$ cat config.mk
export PLATFORM = sky130hd
export DESIGN_NAME = pcx_rle_clip_decoder_unit
export DESIGN_NICKNAME = d
export VERILOG_FILES = /design/src/rtl/pcx_pkg.sv /design/src/rtl/pcx_rle_clip_decoder_unit.sv /design/src/rtl/pcx_out_reg.sv
export SDC_FILE = /design/constraint.sdc
export NUM_CORES = 1
export LEC_CHECK = 0
export ABC_AREA = 1
export BUFFER_PORTS_ARGS = -buffer_cell sky130_fd_sc_hd__buf_2
export CORE_MARGIN = 2
export CORE_UTILIZATION = 56
export DETAILED_ROUTE_END_ITERATION = 8
export PLACE_DENSITY = 0.81
export REMOVE_ABC_BUFFERS = 1
export SETUP_SLACK_MARGIN = 0.2
export SLEW_MARGIN = 20
export SYNTH_ARGS = -nofsm -noshare
export SYNTH_HDL_FRONTEND = slang
export SYNTH_SLANG_ARGS = --single-unit
$ cat constraint.sdc
create_clock -name clk -period 4.9 [get_ports clk]
set_clock_uncertainty 0.15 [all_clocks]
set_input_delay 0.98 -clock clk [delete_from_list [all_inputs] [get_ports clk]]
set_output_delay 0.98 -clock clk [all_outputs]
set_load 0.02 [all_outputs]
$ cat src/rtl/pcx_pkg.sv
`timescale 1ns / 1ps
// Shared types, register indexes and helpers for the PCX run-length clip decoder.
// No dependencies; used by pcx_out_reg and pcx_rle_clip_decoder_unit.
package pcx_pkg;

  localparam int unsigned DIM_W  = 13;
  localparam int unsigned CNT_W  = 6;
  localparam int unsigned TOT_W  = 25;
  localparam int unsigned PARA_W = 21;
  localparam int unsigned IDX_W  = 2;

  localparam logic [IDX_W-1:0] REG_IMAGE_WIDTH  = 2'd0;
  localparam logic [IDX_W-1:0] REG_IMAGE_HEIGHT = 2'd1;
  localparam logic [IDX_W-1:0] REG_CLIP_WIDTH   = 2'd2;
  localparam logic [IDX_W-1:0] REG_CLIP_HEIGHT  = 2'd3;

  localparam logic [7:0] RUN_MARK = 8'hc0;

  // One decoded row segment as it leaves the block.
  typedef struct packed {
    logic [7:0]        pixel_value;
    logic [CNT_W-1:0]  kept_pixels;
    logic [DIM_W-1:0]  pad_zeros;
    logic              row_end;
    logic              image_end;
    logic [PARA_W-1:0] paragraphs;
    logic              last;
  } seg_t;

  // Clamp a dimension register to lo..max_dim, lo being 1 or 0.
  function automatic logic [DIM_W-1:0] clamp_dim(logic [DIM_W-1:0] v, logic lo_one,
                                                 int unsigned max_dim);
    logic [DIM_W-1:0] res;
    res = v;
    if (lo_one && (v == '0)) res = DIM_W'(1);
    else if ({19'b0, v} > 32'(max_dim)) res = DIM_W'(max_dim);
    return res;
  endfunction

endpackage

$ cat src/rtl/pcx_rle_clip_decoder_unit.sv
`timescale 1ns / 1ps
// Top level of the PCX 8-bit run-length decoder with clip window.
// Depends on pcx_pkg and pcx_out_reg.
//
//  channel | direction | handshake             | payload
//  --------+-----------+-----------------------+---------------------------------------
//  in      | input     | in_valid / in_ready   | in_data_byte
//  out     | output    | out_valid / out_ready | pixel_value, kept_pixels, pad_zeros,
//          |           |                       | row_end, image_end, paragraphs, last
//  cfg     | input     | cfg_we (no wait)      | cfg_index, cfg_data
//
// A run header or a zero-length run gives no word. Every other byte is taken in the
// idle step, then each row segment passes a prepare step and an emit step, set by the
// single segment datapath that the sequencer steps through each segment; the sequencer
// takes no new byte until the last segment of a byte has been emitted.
// in_ready is high only while the sequencer is idle; a finished word may still wait
// in the output register while the next byte is taken.
// A stalled output holds the sequencer in its emit step. Reset is synchronous,
// active low, and restores the register defaults with all position state cleared.
module pcx_rle_clip_decoder_unit #(
  parameter int unsigned MAX_DIM = 4096
) (
  input  logic                            clk,
  input  logic                            rst_n,
  input  logic                            in_valid,
  output logic                            in_ready,
  input  logic [7:0]                      in_data_byte,
  output logic                            out_valid,
  input  logic                            out_ready,
  output logic [7:0]                      out_pixel_value,
  output logic [pcx_pkg::CNT_W-1:0]       out_kept_pixels,
  output logic [pcx_pkg::DIM_W-1:0]       out_pad_zeros,
  output logic                            out_row_end,
  output logic                            out_image_end,
  output logic [pcx_pkg::PARA_W-1:0]      out_paragraphs,
  output logic                            out_last,
  input  logic                            cfg_we,
  input  logic [pcx_pkg::IDX_W-1:0]       cfg_index,
  input  logic [pcx_pkg::DIM_W-1:0]       cfg_data
);

  localparam int unsigned DW = pcx_pkg::DIM_W;
  localparam int unsigned CW = pcx_pkg::CNT_W;
  localparam int unsigned TW = pcx_pkg::TOT_W;

  typedef enum logic [2:0] {
    S_IDLE = 3'b001,
    S_PREP = 3'b010,
    S_EMIT = 3'b100
  } state_t;

  state_t state_r;

  // Configuration, stored already clamped.
  logic [DW-1:0] iw_r, ih_r, cw_r, ch_r;

  // Decoder position state.
  logic          awaiting_r;
  logic [CW-1:0] pend_r;
  logic [DW-1:0] column_r;
  logic [DW-1:0] row_r;
  logic [TW-1:0] total_r;

  // Current run and per-segment prepared values.
  logic [7:0]    value_r;
  logic [CW-1:0] cnt_r;
  logic [DW-1:0] room_r;
  logic [DW-1:0] lim_r;
  logic          inwin_r;
  logic [DW-1:0] pad_r;

  // Output register handshake.
  logic          load_valid;
  logic          load_ready;
  pcx_pkg::seg_t load_seg;
  pcx_pkg::seg_t out_seg;

  // Emit-step arithmetic.
  logic          seg_full;
  logic [CW-1:0] seg_len;
  logic [CW-1:0] seg_kept;
  logic [DW-1:0] seg_pad;
  logic [DW:0]   row_inc;
  logic          seg_iend;
  logic [TW-1:0] total_sum;
  logic [CW-1:0] cnt_left;

  assign in_ready = (state_r == S_IDLE);

  // Run fills the rest of the row when the count reaches the room left.
  assign seg_full  = ({{(DW-CW){1'b0}}, cnt_r} >= room_r);
  assign seg_len   = seg_full ? room_r[CW-1:0] : cnt_r;
  assign seg_kept  = !inwin_r ? '0 :
                     (({{(DW-CW){1'b0}}, seg_len} < lim_r) ? seg_len : lim_r[CW-1:0]);
  assign seg_pad   = seg_full ? pad_r : '0;
  assign row_inc   = {1'b0, row_r} + (DW+1)'(1);
  assign seg_iend  = seg_full && (row_inc >= {1'b0, ih_r});
  assign total_sum = total_r + {{(TW-CW){1'b0}}, seg_kept} + {{(TW-DW){1'b0}}, seg_pad};
  // Drop leftover pixels once the image ends.
  assign cnt_left  = seg_iend ? '0 : (cnt_r - seg_len);

  assign load_valid = (state_r == S_EMIT);

  always_comb begin
    load_seg             = '0;
    load_seg.pixel_value = value_r;
    load_seg.kept_pixels = seg_kept;
    load_seg.pad_zeros   = seg_pad;
    load_seg.row_end     = seg_full;
    load_seg.image_end   = seg_iend;
    load_seg.paragraphs  = seg_iend ? total_sum[TW-1:4] : '0;
    load_seg.last        = (cnt_left == '0);
  end

  // Configuration writes; clamp on the way in.
  always_ff @(posedge clk) begin
    if (!rst_n) begin
      iw_r <= pcx_pkg::clamp_dim(DW'(640), 1'b1, MAX_DIM);
      ih_r <= pcx_pkg::clamp_dim(DW'(480), 1'b1, MAX_DIM);
      cw_r <= pcx_pkg::clamp_dim(DW'(320), 1'b0, MAX_DIM);
      ch_r <= pcx_pkg::clamp_dim(DW'(200), 1'b0, MAX_DIM);
    end else if (cfg_we) begin
      unique case (cfg_index)
        pcx_pkg::REG_IMAGE_WIDTH:  iw_r <= pcx_pkg::clamp_dim(cfg_data, 1'b1, MAX_DIM);
        pcx_pkg::REG_IMAGE_HEIGHT: ih_r <= pcx_pkg::clamp_dim(cfg_data, 1'b1, MAX_DIM);
        pcx_pkg::REG_CLIP_WIDTH:   cw_r <= pcx_pkg::clamp_dim(cfg_data, 1'b0, MAX_DIM);
        pcx_pkg::REG_CLIP_HEIGHT:  ch_r <= pcx_pkg::clamp_dim(cfg_data, 1'b0, MAX_DIM);
        default: ;
      endcase
    end
  end

  // Sequencer and position state.
  always_ff @(posedge clk) begin
    if (!rst_n) begin
      state_r    <= S_IDLE;
      awaiting_r <= 1'b0;
      pend_r     <= '0;
      column_r   <= '0;
      row_r      <= '0;
      total_r    <= '0;
    end else begin
      unique case (state_r)
        S_IDLE: begin
          if (in_valid) begin
            if (awaiting_r) begin
              // Value byte of a run; a zero count yields nothing.
              awaiting_r <= 1'b0;
              pend_r     <= '0;
              if (pend_r != '0) state_r <= S_PREP;
            end else if ((in_data_byte & pcx_pkg::RUN_MARK) == pcx_pkg::RUN_MARK) begin
              awaiting_r <= 1'b1;
              pend_r     <= in_data_byte[CW-1:0];
            end else begin
              state_r <= S_PREP;
            end
          end
        end
        S_PREP: begin
          state_r <= S_EMIT;
        end
        S_EMIT: begin
          // Hold here while the output register is full.
          if (load_ready) begin
            if (seg_full) begin
              column_r <= '0;
              if (seg_iend) begin
                row_r   <= '0;
                total_r <= '0;
              end else begin
                row_r   <= row_inc[DW-1:0];
                total_r <= total_sum;
              end
            end else begin
              column_r <= column_r + {{(DW-CW){1'b0}}, seg_len};
              total_r  <= total_sum;
            end
            state_r <= (cnt_left == '0) ? S_IDLE : S_PREP;
          end
        end
        default: state_r <= S_IDLE;
      endcase
    end
  end

  // Run payload and prepared segment values.
  always_ff @(posedge clk) begin
    if (state_r == S_IDLE && in_valid) begin
      value_r <= in_data_byte;
      cnt_r   <= awaiting_r ? pend_r : CW'(1);
    end else if (state_r == S_EMIT && load_ready) begin
      cnt_r <= cnt_left;
    end
    if (state_r == S_PREP) begin
      room_r  <= (column_r < iw_r) ? (iw_r - column_r) : DW'(1);
      lim_r   <= cw_r - column_r;
      inwin_r <= (row_r < ch_r) && (column_r < cw_r);
      pad_r   <= ((row_r < ch_r) && (cw_r > iw_r)) ? (cw_r - iw_r) : '0;
    end
  end

  pcx_out_reg u_out_reg (
    .clk        (clk),
    .rst_n      (rst_n),
    .load_valid (load_valid),
    .load_ready (load_ready),
    .load_seg   (load_seg),
    .out_valid  (out_valid),
    .out_ready  (out_ready),
    .out_seg    (out_seg)
  );

  assign out_pixel_value = out_seg.pixel_value;
  assign out_kept_pixels = out_seg.kept_pixels;
  assign out_pad_zeros   = out_seg.pad_zeros;
  assign out_row_end     = out_seg.row_end;
  assign out_image_end   = out_seg.image_end;
  assign out_paragraphs  = out_seg.paragraphs;
  assign out_last        = out_seg.last;

endmodule

$ cat src/rtl/pcx_out_reg.sv
`timescale 1ns / 1ps
// Output register stage for decoded segments: holds one word until taken.
// Depends on pcx_pkg (seg_t).
module pcx_out_reg (
  input  logic          clk,
  input  logic          rst_n,
  input  logic          load_valid,
  output logic          load_ready,
  input  pcx_pkg::seg_t load_seg,
  output logic          out_valid,
  input  logic          out_ready,
  output pcx_pkg::seg_t out_seg
);

  logic          valid_r;
  pcx_pkg::seg_t seg_r;

  assign load_ready = !valid_r || out_ready;
  assign out_valid  = valid_r;
  assign out_seg    = seg_r;

  always_ff @(posedge clk) begin
    if (!rst_n) begin
      valid_r <= 1'b0;
    end else if (load_ready) begin
      valid_r <= load_valid;
    end
  end

  always_ff @(posedge clk) begin
    if (load_ready && load_valid) begin
      seg_r <= load_seg;
    end
  end

endmodule

=== Word level (Yosys, flattened, before mapping) ===
Cells that the tools add are included.

* Bits in latches: 0
* Word-level logic and storage cells: 98
* Memory bits (writable): 0
* ROM bits: 0
* Register bits after elaboration: 219
* Bits of input ports: 28
* Output and inout port bits: 53
* Memories: 0

* Shift-type cells: 0
* Div/mod/pow operators: 0
* Order comparisons: 8
* Bitwise operators: 0
* Muxes and demuxes: 25
* Reduce and logical (&&, ||, !) cells: 22
* Multiply operators: 0
* Equal/unequal tests: 11
* Add/subtract/negate cells: 8

{| class="wikitable"
|+ Operator list
! cell !! count
|-
| 13-bit two-way mux || 5
|-
| 6-bit two-way mux || 9
|-
| 25-bit two-way mux || 2
|-
| 13-bit less-than comparator || 3
|-
| 13-bit subtractor || 3
|-
| 25-bit by 13-bit adder with 25-bit output || 1
|-
| 25-bit by 6-bit adder with 25-bit output || 1
|-
| 3-bit two-way mux || 5
|-
| 13-bit by 1-bit adder with 14-bit output, second input constant || 1
|-
| 14-bit by 13-bit greater-or-equal comparator with 1-bit output || 1
|-
| 13-bit by 6-bit adder with 13-bit output || 1
|-
| 6-bit by 13-bit greater-or-equal comparator with 1-bit output || 1
|-
| 13-bit greater-than comparator || 1
|-
| 13-bit greater-than comparator, second input constant || 1
|-
| 13-bit zero test || 1
|-
| 6-bit by 13-bit less-than comparator with 1-bit output || 1
|-
| 2-bit AND reduction || 6
|-
| 3-bit one-hot mux with 3 select lines || 1
|-
| 2-bit == test, second input constant || 3
|-
| 6-bit zero test || 1
|-
| 3-bit AND reduction || 2
|-
| 6-bit nonzero test || 1
|-
| 6-bit subtractor || 1
|-
| 1-bit logical AND || 5
|-
| other kinds (14) || 17
|}

=== Logic depth before layout (Yosys ltp) ===
Gate-level depths: netlist of run 1.

* Word-level depth: 9
* Mapped depth: 35
* Gate-level depth less buffers: 34

=== Hierarchy ===
A second synthesis of run 1 with hierarchy kept.

* Cell total of the unflattened synthesis: 1507
* Area total of the unflattened synthesis: 12605.8 um2

{| class="wikitable"
|+ By module, submodules not included
! module !! instances !! cells each !! area each (um2) !! sequential area each (um2)
|-
| pcx_rle_clip_decoder_unit || 1 || 1449 || 11023.1 || 3883.7
|-
| pcx_out_reg || 1 || 58 || 1582.8 || 1551.5
|}

=== Least setup slack after synthesis of run 1 ===
OpenSTA, ideal clock, no wires.

* Path type: reg-to-reg
* From: register cnt_r[1]
* To: register total_r[15]
* Period minus slack after synthesis: 5.209 ns
* Setup time: 0.070 ns
* Required time: 4.680 ns
* Data arrival time: 4.988 ns
* Stages on the path, launching flop included: 32
* Slack: -0.309 ns
* Path buffers: 1
* Cell sequence: edfxtp_1 > ha_1 > nand2_1 > nor2_1 > nand2_1 > nand3_1 > nand2_1 > nand3_2 > buf_2 > o21ai_0 > ha_1 > a21oi_1 > nor2_1 > a211oi_1 > nand2_1 > nand2_2 > nand2_1 > nand2_1 > nand3_1 > fa_1 > inv_1 > ha_1 > fa_1 > nand3_1 > nand3_1 > a21oi_1 > inv_1 > nand2_1 > nand2_1 > xnor2_1 > or2_2 > a21oi_1

{| class="wikitable"
|+ RTL lines
! what !! RTL line !! RTL
|-
| start, declared || pcx_rle_clip_decoder_unit.sv:66 || <nowiki>logic [CW-1:0] cnt_r;</nowiki>
|-
| start signal, assigned || pcx_rle_clip_decoder_unit.sv:190 || <nowiki>cnt_r <= awaiting_r ? pend_r : CW'(1);</nowiki>
|-
| start signal, assigned || pcx_rle_clip_decoder_unit.sv:192 || <nowiki>cnt_r <= cnt_left;</nowiki>
|-
| end signal, assigned || pcx_rle_clip_decoder_unit.sv:172 || <nowiki>total_r <= total_sum;</nowiki>
|-
| end signal, assigned || pcx_rle_clip_decoder_unit.sv:176 || <nowiki>total_r <= total_sum;</nowiki>
|-
| end, declared || pcx_rle_clip_decoder_unit.sv:62 || <nowiki>logic [TW-1:0] total_r;</nowiki>
|}

==> results of run 1 <==
## worst max-delay path, delay by kind of cell, from the launching register on
family	cells	cell delay, ns
compound gates	3	0.43
simple gates	16	1.77
xor+xnor	1	0.16
flops	1	0.44
fa+ha+maj	4	1.56
buf+inv	7	0.68
## Yosys cell counts (all sizes together)
cell,instances
xnor2,20
a211oi,5
dfxtp,114
a21oi,183
o21bai,4
and3,1
o311ai,1
o2111ai,2
o31ai,3
edfxtp,105
ha,107
a21o,3
o21ai,106
nor3,24
o21a,2
clkinv,4
inv,231
clkbuf,23
nor2,119
fa,12
nand3b,3
or2,13
o32ai,4
nor4,6
a21boi,2
nand4,14
buf,6
nor3b,1
nand2,268
a2111oi,1
xor2,37
nand3,58
a32o,5
o211ai,1
a31oi,5
## worst max path at each step
stage	endpoint	slack, ns	depth (start not counted)
2_1_floorplan	total_r[15]$_SDFFE_PN0P_	-0.29	30
3_3_place_gp	total_r[15]$_SDFFE_PN0P_	-0.11	33
3_5_place_dp	total_r[15]$_SDFFE_PN0P_	-0.43	33
4_1_cts	u_out_reg.out_seg[12]$_SDFFCE_PN0P_	-0.09	33
5_1_grt	total_r[21]$_SDFFE_PN0P_	-0.52	35
6_report	total_r[15]$_SDFFE_PN0P_	-0.37	31
## area by class of cell
class / count / area [µm²]
Multi-Input combinational cell: 1011 / 6520
Clock buffer: 34 / 699
Fill cell: 1591 / 6760
Sequential cell: 219 / 5440
Timing Repair Buffer: 162 / 1040
Clock inverter: 10 / 133
Tap cell: 280 / 350
Inverter: 235 / 887
## metrics by stage
step	TNS (ns)	total power, mW
after floorplan	-2.19	2.93
after global placement	-0.818	3.28
after detailed placement	-10.49	3.32
after CTS	-0.840	5.28
after global routing	-15.43	5.69
final	-10.23	5.48
## where the power goes
| group | internal (mW) | leakage, nW | total (mW) | switching, mW |
|---|---|---|---|---|
| clock | 1.15 | 0.406 | 1.91 | 0.754 |
| sequential | 2.06 | 1.90 | 2.12 | 0.0641 |
| combinational | 0.589 | 4.35 | 1.45 | 0.865 |
| total | 3.80 | 6.65 | 5.48 | 1.68 |
## per-layer routing
layer	up-vias	wire [µm]	share of wire, %
met3	129	2240	6.7
met5	-	0	0
met1	5149	13400	40
met4	0	1620	4.8
met2	478	16200	48
li1	5313	-	-
## registers in the layout, indices dropped and copies added, names as in the netlist, 6 cells and up
register / count
lim_r: 13
column_r: 13
cw_r: 13
pad_r: 13
total_r: 25
pend_r: 6
value_r: 8
row_r: 13
ih_r: 13
iw_r: 13
cnt_r: 6
room_r: 13
u_out_reg.out_seg: 51
ch_r: 13
## kinds of logic after synthesis
family | count (synthesis) | synth area share [%]
buffers and inverters | 264 | 8.10
AO/OA/AOI/OAI | 327 | 14.2
adder cells (fa/ha/maj) | 119 | 12.7
AND/OR/NAND/NOR | 507 | 17.5
XOR/XNOR | 57 | 4.00
flip-flops | 219 | 43.6
## repair_timing
item,CTS,global route
endpoints found under the setup margin,41,43
resized for setup,63,50
setup buffers,10,16
pin swaps,34,31
endpoints found under the hold margin,0,0
cloned,1,0
==> reports/metrics.cfg, run 1 <==
[status]
status=finished, violations left
violations=setup timing

[sta]
maxSlewViolCount=0
hold_ws_ns=0.267
setup_viol=39
max_freq_mhz=190
rsz0062_at_grt=yes
min_period_ns=5.27
fin_ws_ns=-0.373
tightest_slew_ns=0.921
hold_viol=0
finalCritPeriodShare_pct=108
relSlewSlack_pct=37.6

[setup_path]
worstSetupPathType=reg -> reg
worst_ep_arrival_time_ns=5.58
critPathLaunch=cnt_r[4]$_DFFE_PP_
worstPathMaxFanout=5
crit_slowest_cell=fa_2
start_kind=register
cpMostUsedCell=nand2_4
required_ns=5.21
worst_path_largest_cell_delay_ns=0.51
r2r_end=total_r[15]$_SDFFE_PN0P_
r2r-start=cnt_r[4]$_DFFE_PP_
end_kind=register
r2r_cells=31
r2r_setup_slack_ns=-0.37

[cts]
cts_hold_buf=0
clk_pin_slew_ns=0.06
cts_buffers=24
cts_tree=yes
cts_buffer_depth=3
cts_root_buffer=clkbuf_16
cts.sinks=219
clkLatencyLatePin_ns=0.53
htreeDepth=1

[detailed_routing]
vias_per_cell=5.67
drt-initial-drc-count=862
ant_nets=0
dr.pass1.iters=8
wl_per_cell_um=17.1
route.vias.total=11100
drc_errors=0
wirelength_mm=33.5

[power]
leakagePower_nw=6.65
ir_worst_vdd_mv=0.269
cellPowerDensity_nw_per_um2=364

[floorplanning]
die_area_um2=23500
start_util_pct=57.2
die_x_um=153
io_pins=81
core-area_um2=21800
row_count=54
dieHeight_um=153

[synthesis]
yosys_warnings=0
syn_avg_cell_area_um2=8.36
yosys-top-cells-area=edfxtp_1, dfxtp_1, ha_1
netlist-cell-type-count=48
yosys.area.top_type=edfxtp_1
seq_area_frac_synth_pct=43.6
syn_area_um2=12500
yosysTopAreaCellShare_pct=25.3
ys_ff_latch=219
syn_inst=1493

[grt]
gr-total-overflow=0
use_met2_pct=46.3
use_met1_pct=32.6
grt_pass1_vias=10600
use_met3_pct=3.63
grt-busiest-layer=met2
grt_pass1_wl_mm=51.0
grt_usage_pct=26.4
antenna_found_initial=0
grt_max_degree=60

[min_path]
worstHoldStart=value_r[5]$_DFFE_PP_
min_path_type=reg -> reg
holdPathStages=0
hold_path_end=u_out_reg.out_seg[48]$_DFFE_PP_

[placement]
port_buffers=80
placed_area_um2=13500
pre_cts_ws_ns=-0.433
hpwlAfterDp_mm=22.1
place_inst=1880
gp_congestion=0.944

[layout]
syn_to_final_growth_pct=20.7
final_cell_mix=nand2_1, inv_1, a21oi_1
nNetsFinal=1800
design_area_um2=15100
antenna_cells=0
instances_no_fill=1951
mostFrequentLayoutCell=nand2_1
final_util_pct=69.0
drive_gt1_share_pct=19.1

[flow_run]
maxCapViolCount=0

No activity file was read; power rests on OpenSTA's default activity.
==> run 2: changes to the inputs <==
--- a/config.mk
+++ b/config.mk
@@ -8,9 +8,9 @@
 export ABC_AREA = 1
 export BUFFER_PORTS_ARGS = -buffer_cell sky130_fd_sc_hd__buf_2
 export CORE_MARGIN = 2
-export CORE_UTILIZATION = 56
+export CORE_UTILIZATION = 29
 export DETAILED_ROUTE_END_ITERATION = 8
-export PLACE_DENSITY = 0.81
+export PLACE_DENSITY = 0.5
 export REMOVE_ABC_BUFFERS = 1
 export SETUP_SLACK_MARGIN = 0.2
 export SLEW_MARGIN = 20
==> reports/metrics.cfg, run 2 (synthesized netlist as in run 1, its figures left out) <==
[status]
status=finished, violations left  ; unchanged
violations=setup timing  ; unchanged

[cts]
clk_pin_slew_ns=0.06  ; about the same
cts_tree=yes  ; unchanged
cts_buffer_depth=3  ; unchanged
cts_hold_buf=0  ; unchanged
cts_buffers=26  ; was 24
clkLatencyLatePin_ns=0.55  ; was 0.53 ns
htreeDepth=1  ; unchanged
cts_root_buffer=clkbuf_16  ; unchanged
cts.sinks=219  ; unchanged

[floorplanning]
start_util_pct=29.5  ; was 57.2%
die_area_um2=44700  ; was 23500 µm²
die_x_um=211  ; was 153 µm
core-area_um2=42200  ; was 21800 µm²
dieHeight_um=211  ; was 153 µm
io_pins=81  ; unchanged
row_count=75  ; was 54

[setup_path]
crit_slowest_cell=fa_2  ; unchanged
start_kind=register  ; unchanged
required_ns=5.04  ; was 5.21 ns
worst_path_largest_cell_delay_ns=0.48  ; was 0.51 ns
end_kind=register  ; unchanged
worstPathMaxFanout=8  ; was 5
cpMostUsedCell=buf_6  ; was nand2_4
worstSetupPathType=reg -> reg  ; unchanged
worst_ep_arrival_time_ns=5.14  ; was 5.58 ns

[detailed_routing]
wl_per_cell_um=15.3  ; was 17.1 µm
dr.pass1.iters=5  ; was 8
route.vias.total=10400  ; was 11100
vias_per_cell=4.68  ; was 5.67
wirelength_mm=34.2  ; was 33.5 mm
ant_nets=0  ; unchanged
drt-initial-drc-count=583  ; was 862
drc_errors=0  ; unchanged

[grt]
grt_usage_pct=15.3  ; was 26.4%
grt_max_degree=60  ; unchanged
grt_pass1_wl_mm=54.1  ; was 51.0 mm
antenna_found_initial=0  ; unchanged
gr-total-overflow=0  ; unchanged
grt_pass1_vias=10200  ; was 10600

[layout]
multi_input_area_um2=6610  ; was 6520 µm²
final_cell_mix=nand2_1, inv_1, a21oi_1  ; unchanged
drive_gt1_share_pct=21.0  ; was 19.1%
seqCellArea_um2=5440  ; unchanged
nNetsFinal=1820  ; was 1800
mostFrequentLayoutCell=nand2_1  ; unchanged
design_area_um2=15600  ; was 15100 µm²
instances_no_fill=2231  ; was 1951
syn_to_final_growth_pct=25.4  ; was 20.7%
fillerInstances=4308  ; was 1591
largest_reg_flops=51  ; unchanged
antenna_cells=0  ; unchanged

[power]
ir_worst_vdd_mv=0.247  ; was 0.269 mV
cellPowerDensity_nw_per_um2=345  ; was 364 nW/µm²
report.power.total_mw=5.39  ; was 5.48 mW
leakagePower_nw=6.78  ; was 6.65 nW

[placement]
placed_area_um2=13900  ; was 13500 µm²
gp_congestion=0.906  ; was 0.944
hpwlAfterDp_mm=25.5  ; was 22.1 mm
place_inst=2144  ; was 1880
port_buffers=80  ; unchanged

[sta]
relSlewSlack_pct=43.9  ; was 37.6%
maxSlewViolCount=0  ; unchanged
finalCritPeriodShare_pct=102  ; was 108%
setup_viol=28  ; was 39
rsz0062_at_grt=yes  ; unchanged
max_freq_mhz=200  ; was 190 MHz
min_period_ns=5.00  ; was 5.27 ns
fin_setup_tns_ns=-1.07  ; was -10.23 ns
tightest_slew_ns=0.841  ; was 0.921 ns
hold_ws_ns=0.264  ; was 0.267 ns
hold_viol=0  ; unchanged
fin_ws_ns=-0.0980  ; was -0.373 ns

[min_path]
min_path_type=reg -> reg  ; unchanged

[flow_run]
maxCapViolCount=0  ; unchanged

run 2: cell count changes in the layout (fill, tap and decap cells not counted), sizes merged:
cell / previous run / this run
inv: 233 / 234
clkbuf: 35 / 37
clkinvlp: 2 / 1
buf: 161 / 180
clkinv: 7 / 9
bufinv: 3 / 1
run 2: layout make-up:
cell class                 instances  share of cell area [%]
clock buffer                      37                    4.82
clock inverter                    10                   0.560
inverter                         235                    5.67
multi-input combinational       1011                    42.3
sequential                       219                    34.7
tap                              539                    4.31
timing repair buffer             180                    7.62
run 2: worst paths after layout:
kind,from,endpoint,cells after the start,slack (ns)
hold reg to reg,value_r[3]$_DFFE_PP_,u_out_reg.out_seg[46]$_DFFE_PP_,0,0.26
setup / recovery,cnt_r[3]$_DFFE_PP_,u_out_reg.out_seg[14]$_SDFFCE_PN0P_,32,-0.1
setup reg to reg,cnt_r[3]$_DFFE_PP_,u_out_reg.out_seg[14]$_SDFFCE_PN0P_,32,-0.1
hold / removal,value_r[3]$_DFFE_PP_,u_out_reg.out_seg[46]$_DFFE_PP_,0,0.26
run 2: through the flow:
stage / utilization (%) / setup slack, ns
after global routing: 37.0 / -0.375
after global placement: 32.9 / -0.270
after detailed placement: 32.9 / -0.405
after CTS: 36.2 / -0.0430
after floorplan: - / -0.287
final: 37.0 / -0.0980
run 2: layer usage:
layer	global-route usage [%]	part of all wire [%]	vias up
li1	-	-	5337
met1	20.3	46	4855
met2	26.2	48	207
met3	2.42	3.9	48
met4	3.89	2.2	0
met5	0	0	-
run 2: report_power, final:
group	internal (mW)	switching [mW]
logic	0.571	0.797
clock network	1.12	0.784
registers	2.06	0.0617
run 2: what timing repair did:
action | CTS | global route
gates resized for setup | 74 | 67
pin swaps | 19 | 42
setup buffers | 30 | 9
endpoints found under the setup margin | 40 | 43
cloned | 1 | 0
run 2: worst max-delay path: cells and delay by family (launching register included):
family	cells	cell delay, ns
adders and majority gates	4	1.39
and+or+nand+nor	14	1.17
buffers and inverters	8	0.89
AOI/OAI and AO/OA	5	0.59
DFF	1	0.43
xor gates and xnor gates	1	0.14
==> run 3: changes to the inputs <==
--- a/config.mk
+++ b/config.mk
@@ -10,7 +10,7 @@
 export CORE_MARGIN = 2
 export CORE_UTILIZATION = 29
 export DETAILED_ROUTE_END_ITERATION = 8
-export PLACE_DENSITY = 0.5
+export PLACE_DENSITY_LB_ADDON = 0.05
 export REMOVE_ABC_BUFFERS = 1
 export SETUP_SLACK_MARGIN = 0.2
 export SLEW_MARGIN = 20
==> reports/metrics.cfg, run 3 (synthesized netlist as in run 1, its figures left out) <==
[layout]
final_cell_mix=nand2_1, inv_1, a21oi_1  ; unchanged
syn_to_final_growth_pct=26.9  ; was 25.4%
instances_no_fill=2236  ; was 2231
antenna_cells=0  ; unchanged
largest_reg_flops=51  ; unchanged
drive_gt1_share_pct=22.1  ; was 21.0%
seqCellArea_um2=5440  ; unchanged
fillerInstances=4346  ; was 4308
multi_input_area_um2=6700  ; was 6610 µm²
nNetsFinal=1822  ; was 1820
mostFrequentLayoutCell=nand2_1  ; unchanged

[setup_path]
start_kind=register  ; unchanged
worst_ep_arrival_time_ns=5.30  ; was 5.14 ns
worstSetupPathType=reg -> reg  ; unchanged
worst_path_largest_cell_delay_ns=0.49  ; was 0.48 ns
cpMostUsedCell=nand3_2  ; was buf_6
r2r_setup_slack_ns=-0.07  ; was -0.1 ns
crit_family=adder cells  ; unchanged
r2r_end=total_r[19]$_SDFFE_PN0P_  ; was u_out_reg.out_seg[14]$_SDFFCE_PN0P_
end_kind=register  ; unchanged
worstPathMaxFanout=8  ; unchanged
r2r-start=cnt_r[4]$_DFFE_PP_  ; was cnt_r[3]$_DFFE_PP_
required_ns=5.23  ; was 5.04 ns
path_buf_inv=8  ; unchanged
crit_slowest_cell=fa_1  ; was fa_2
r2r_cells=33  ; was 32

[cts]
clk_pin_slew_ns=0.06  ; about the same
htreeDepth=1  ; unchanged
cts.sinks=219  ; unchanged
cts_tree=yes  ; unchanged
cts_buffer_depth=3  ; unchanged
cts_buffers=28  ; was 26
clkLatencyLatePin_ns=0.56  ; was 0.55 ns
cts_hold_buf=0  ; unchanged
cts_root_buffer=clkbuf_16  ; unchanged

[floorplanning]
dieHeight_um=211  ; unchanged
io_pins=81  ; unchanged
start_util_pct=29.5  ; unchanged
row_count=75  ; unchanged
core-area_um2=42200  ; unchanged
die_area_um2=44700  ; unchanged
die_x_um=211  ; unchanged

[sta]
finalCritPeriodShare_pct=101  ; was 102%
relSlewSlack_pct=42.6  ; was 43.9%
rsz0062_at_grt=yes  ; unchanged
min_period_ns=4.97  ; was 5.00 ns
tightest_slew_ns=0.861  ; was 0.841 ns
max_freq_mhz=201  ; was 200 MHz
fin_setup_tns_ns=-0.401  ; was -1.07 ns
maxSlewViolCount=0  ; unchanged
hold_viol=0  ; unchanged
setup_viol=9  ; was 28
fin_ws_ns=-0.0654  ; was -0.0980 ns

[power]
leakagePower_nw=6.84  ; was 6.78 nW
p_int_mw=3.98  ; was 3.75 mW
p_sw_mw=1.74  ; was 1.64 mW
ir_worst_vdd_mv=0.246  ; was 0.247 mV
switching_share_pct=30.4  ; was 30.5%
cellPowerDensity_nw_per_um2=361  ; was 345 nW/µm²
seq_power_share_pct=37.1  ; was 39.3%
combPwrFrac_pct=25.8  ; was 25.4%
clkPwrFrac_pct=37.1  ; was 35.4%

[detailed_routing]
ant_nets=0  ; unchanged
dr.pass1.iters=5  ; unchanged
drt-initial-drc-count=487  ; was 583
drc_errors=0  ; unchanged
vias_per_cell=4.65  ; was 4.68
wirelength_mm=37.0  ; was 34.2 mm
wl_per_cell_um=16.6  ; was 15.3 µm
route.vias.total=10400  ; about the same

[status]
status=finished, violations left  ; unchanged
violations=setup timing  ; unchanged

[placement]
hpwlAfterDp_mm=27.3  ; was 25.5 mm
gp_congestion=0.821  ; was 0.906
place_inst=2150  ; was 2144
port_buffers=80  ; unchanged

[min_path]
min_path_type=reg -> reg  ; unchanged
worstHoldStart=value_r[5]$_DFFE_PP_  ; was value_r[3]$_DFFE_PP_
hold_path_end=u_out_reg.out_seg[48]$_DFFE_PP_  ; was u_out_reg.out_seg[46]$_DFFE_PP_
holdPathStages=0  ; unchanged

[grt]
grt_usage_pct=16.6  ; was 15.3%
grt_pass1_vias=10200  ; about the same
antenna_found_initial=0  ; unchanged
grt_pass1_wl_mm=57.9  ; was 54.1 mm
grt_max_degree=59  ; was 60
gr-total-overflow=0  ; unchanged

[flow_run]
maxCapViolCount=0  ; unchanged

[run 3: power by group through the flow]
stage | registers (mW) | clock network, mW | logic (mW)
after floorplan | 2.14 | 0 | 0.788
after global placement | 2.15 | 0 | 1.24
after detailed placement | 2.15 | 0 | 1.24
after CTS | 2.11 | 2.19 | 1.37
after global routing | 2.13 | 2.26 | 1.65
final | 2.12 | 2.12 | 1.48
[run 3: area by class of cell]
type                    instances  area share, %
well taps                     539           4.26
clock inverters                17           1.04
multi-input cells            1011           42.3
repair buffers                180           7.54
inverters                     235           5.62
clock buffers                  35           4.92
flip-flops and latches        219           34.3
[run 3: timing repair]
action,in CTS,in global routing
endpoints found under the setup margin,40,49
setup buffers,24,9
resized for setup,75,84
hold endpoints to repair,0,0
pin swaps,36,48
gates cloned,1,0
[run 3: how the worst max path moves through the flow]
stage	start	to	slack, ns	depth (start not counted)
2_1_floorplan	cnt_r[1]$_DFFE_PP_	total_r[15]$_SDFFE_PN0P_	-0.29	30
3_3_place_gp	cnt_r[4]$_DFFE_PP_	total_r[15]$_SDFFE_PN0P_	-0.30	31
3_5_place_dp	cnt_r[4]$_DFFE_PP_	total_r[15]$_SDFFE_PN0P_	-0.41	31
4_1_cts	room_r[3]$_SDFFCE_PP0P_	total_r[21]$_SDFFE_PN0P_	-0.02	35
5_1_grt	cnt_r[4]$_DFFE_PP_	total_r[19]$_SDFFE_PN0P_	-0.32	33
6_report	cnt_r[4]$_DFFE_PP_	total_r[19]$_SDFFE_PN0P_	-0.07	33
[run 3: per-layer routing]
metal  track usage [%]  vias up  share of wire (%)
met1              23.3     4793                 49
met2              27.3      197                 45
li1                  -     5356                  -
met3              1.93       44                3.4
met5                 0        -                  0
met4              4.13        0                2.0
[run 3: metrics by stage]
stage | util [%] | total power [mW] | area, µm² | hold WS (ns) | setup slack [ns]
CTS | 36.4 | 5.68 | 15400 | 0.268 | -0.0235
global route | 37.5 | 6.04 | 15800 | 0.276 | -0.319
finish | 37.5 | 5.72 | 15800 | 0.267 | -0.0654
global placement | 33.0 | 3.39 | 13900 | 0.251 | -0.301
floorplan | - | 2.93 | 12300 | 0.250 | -0.287
detailed placement | 33.0 | 3.39 | 13900 | 0.255 | -0.407
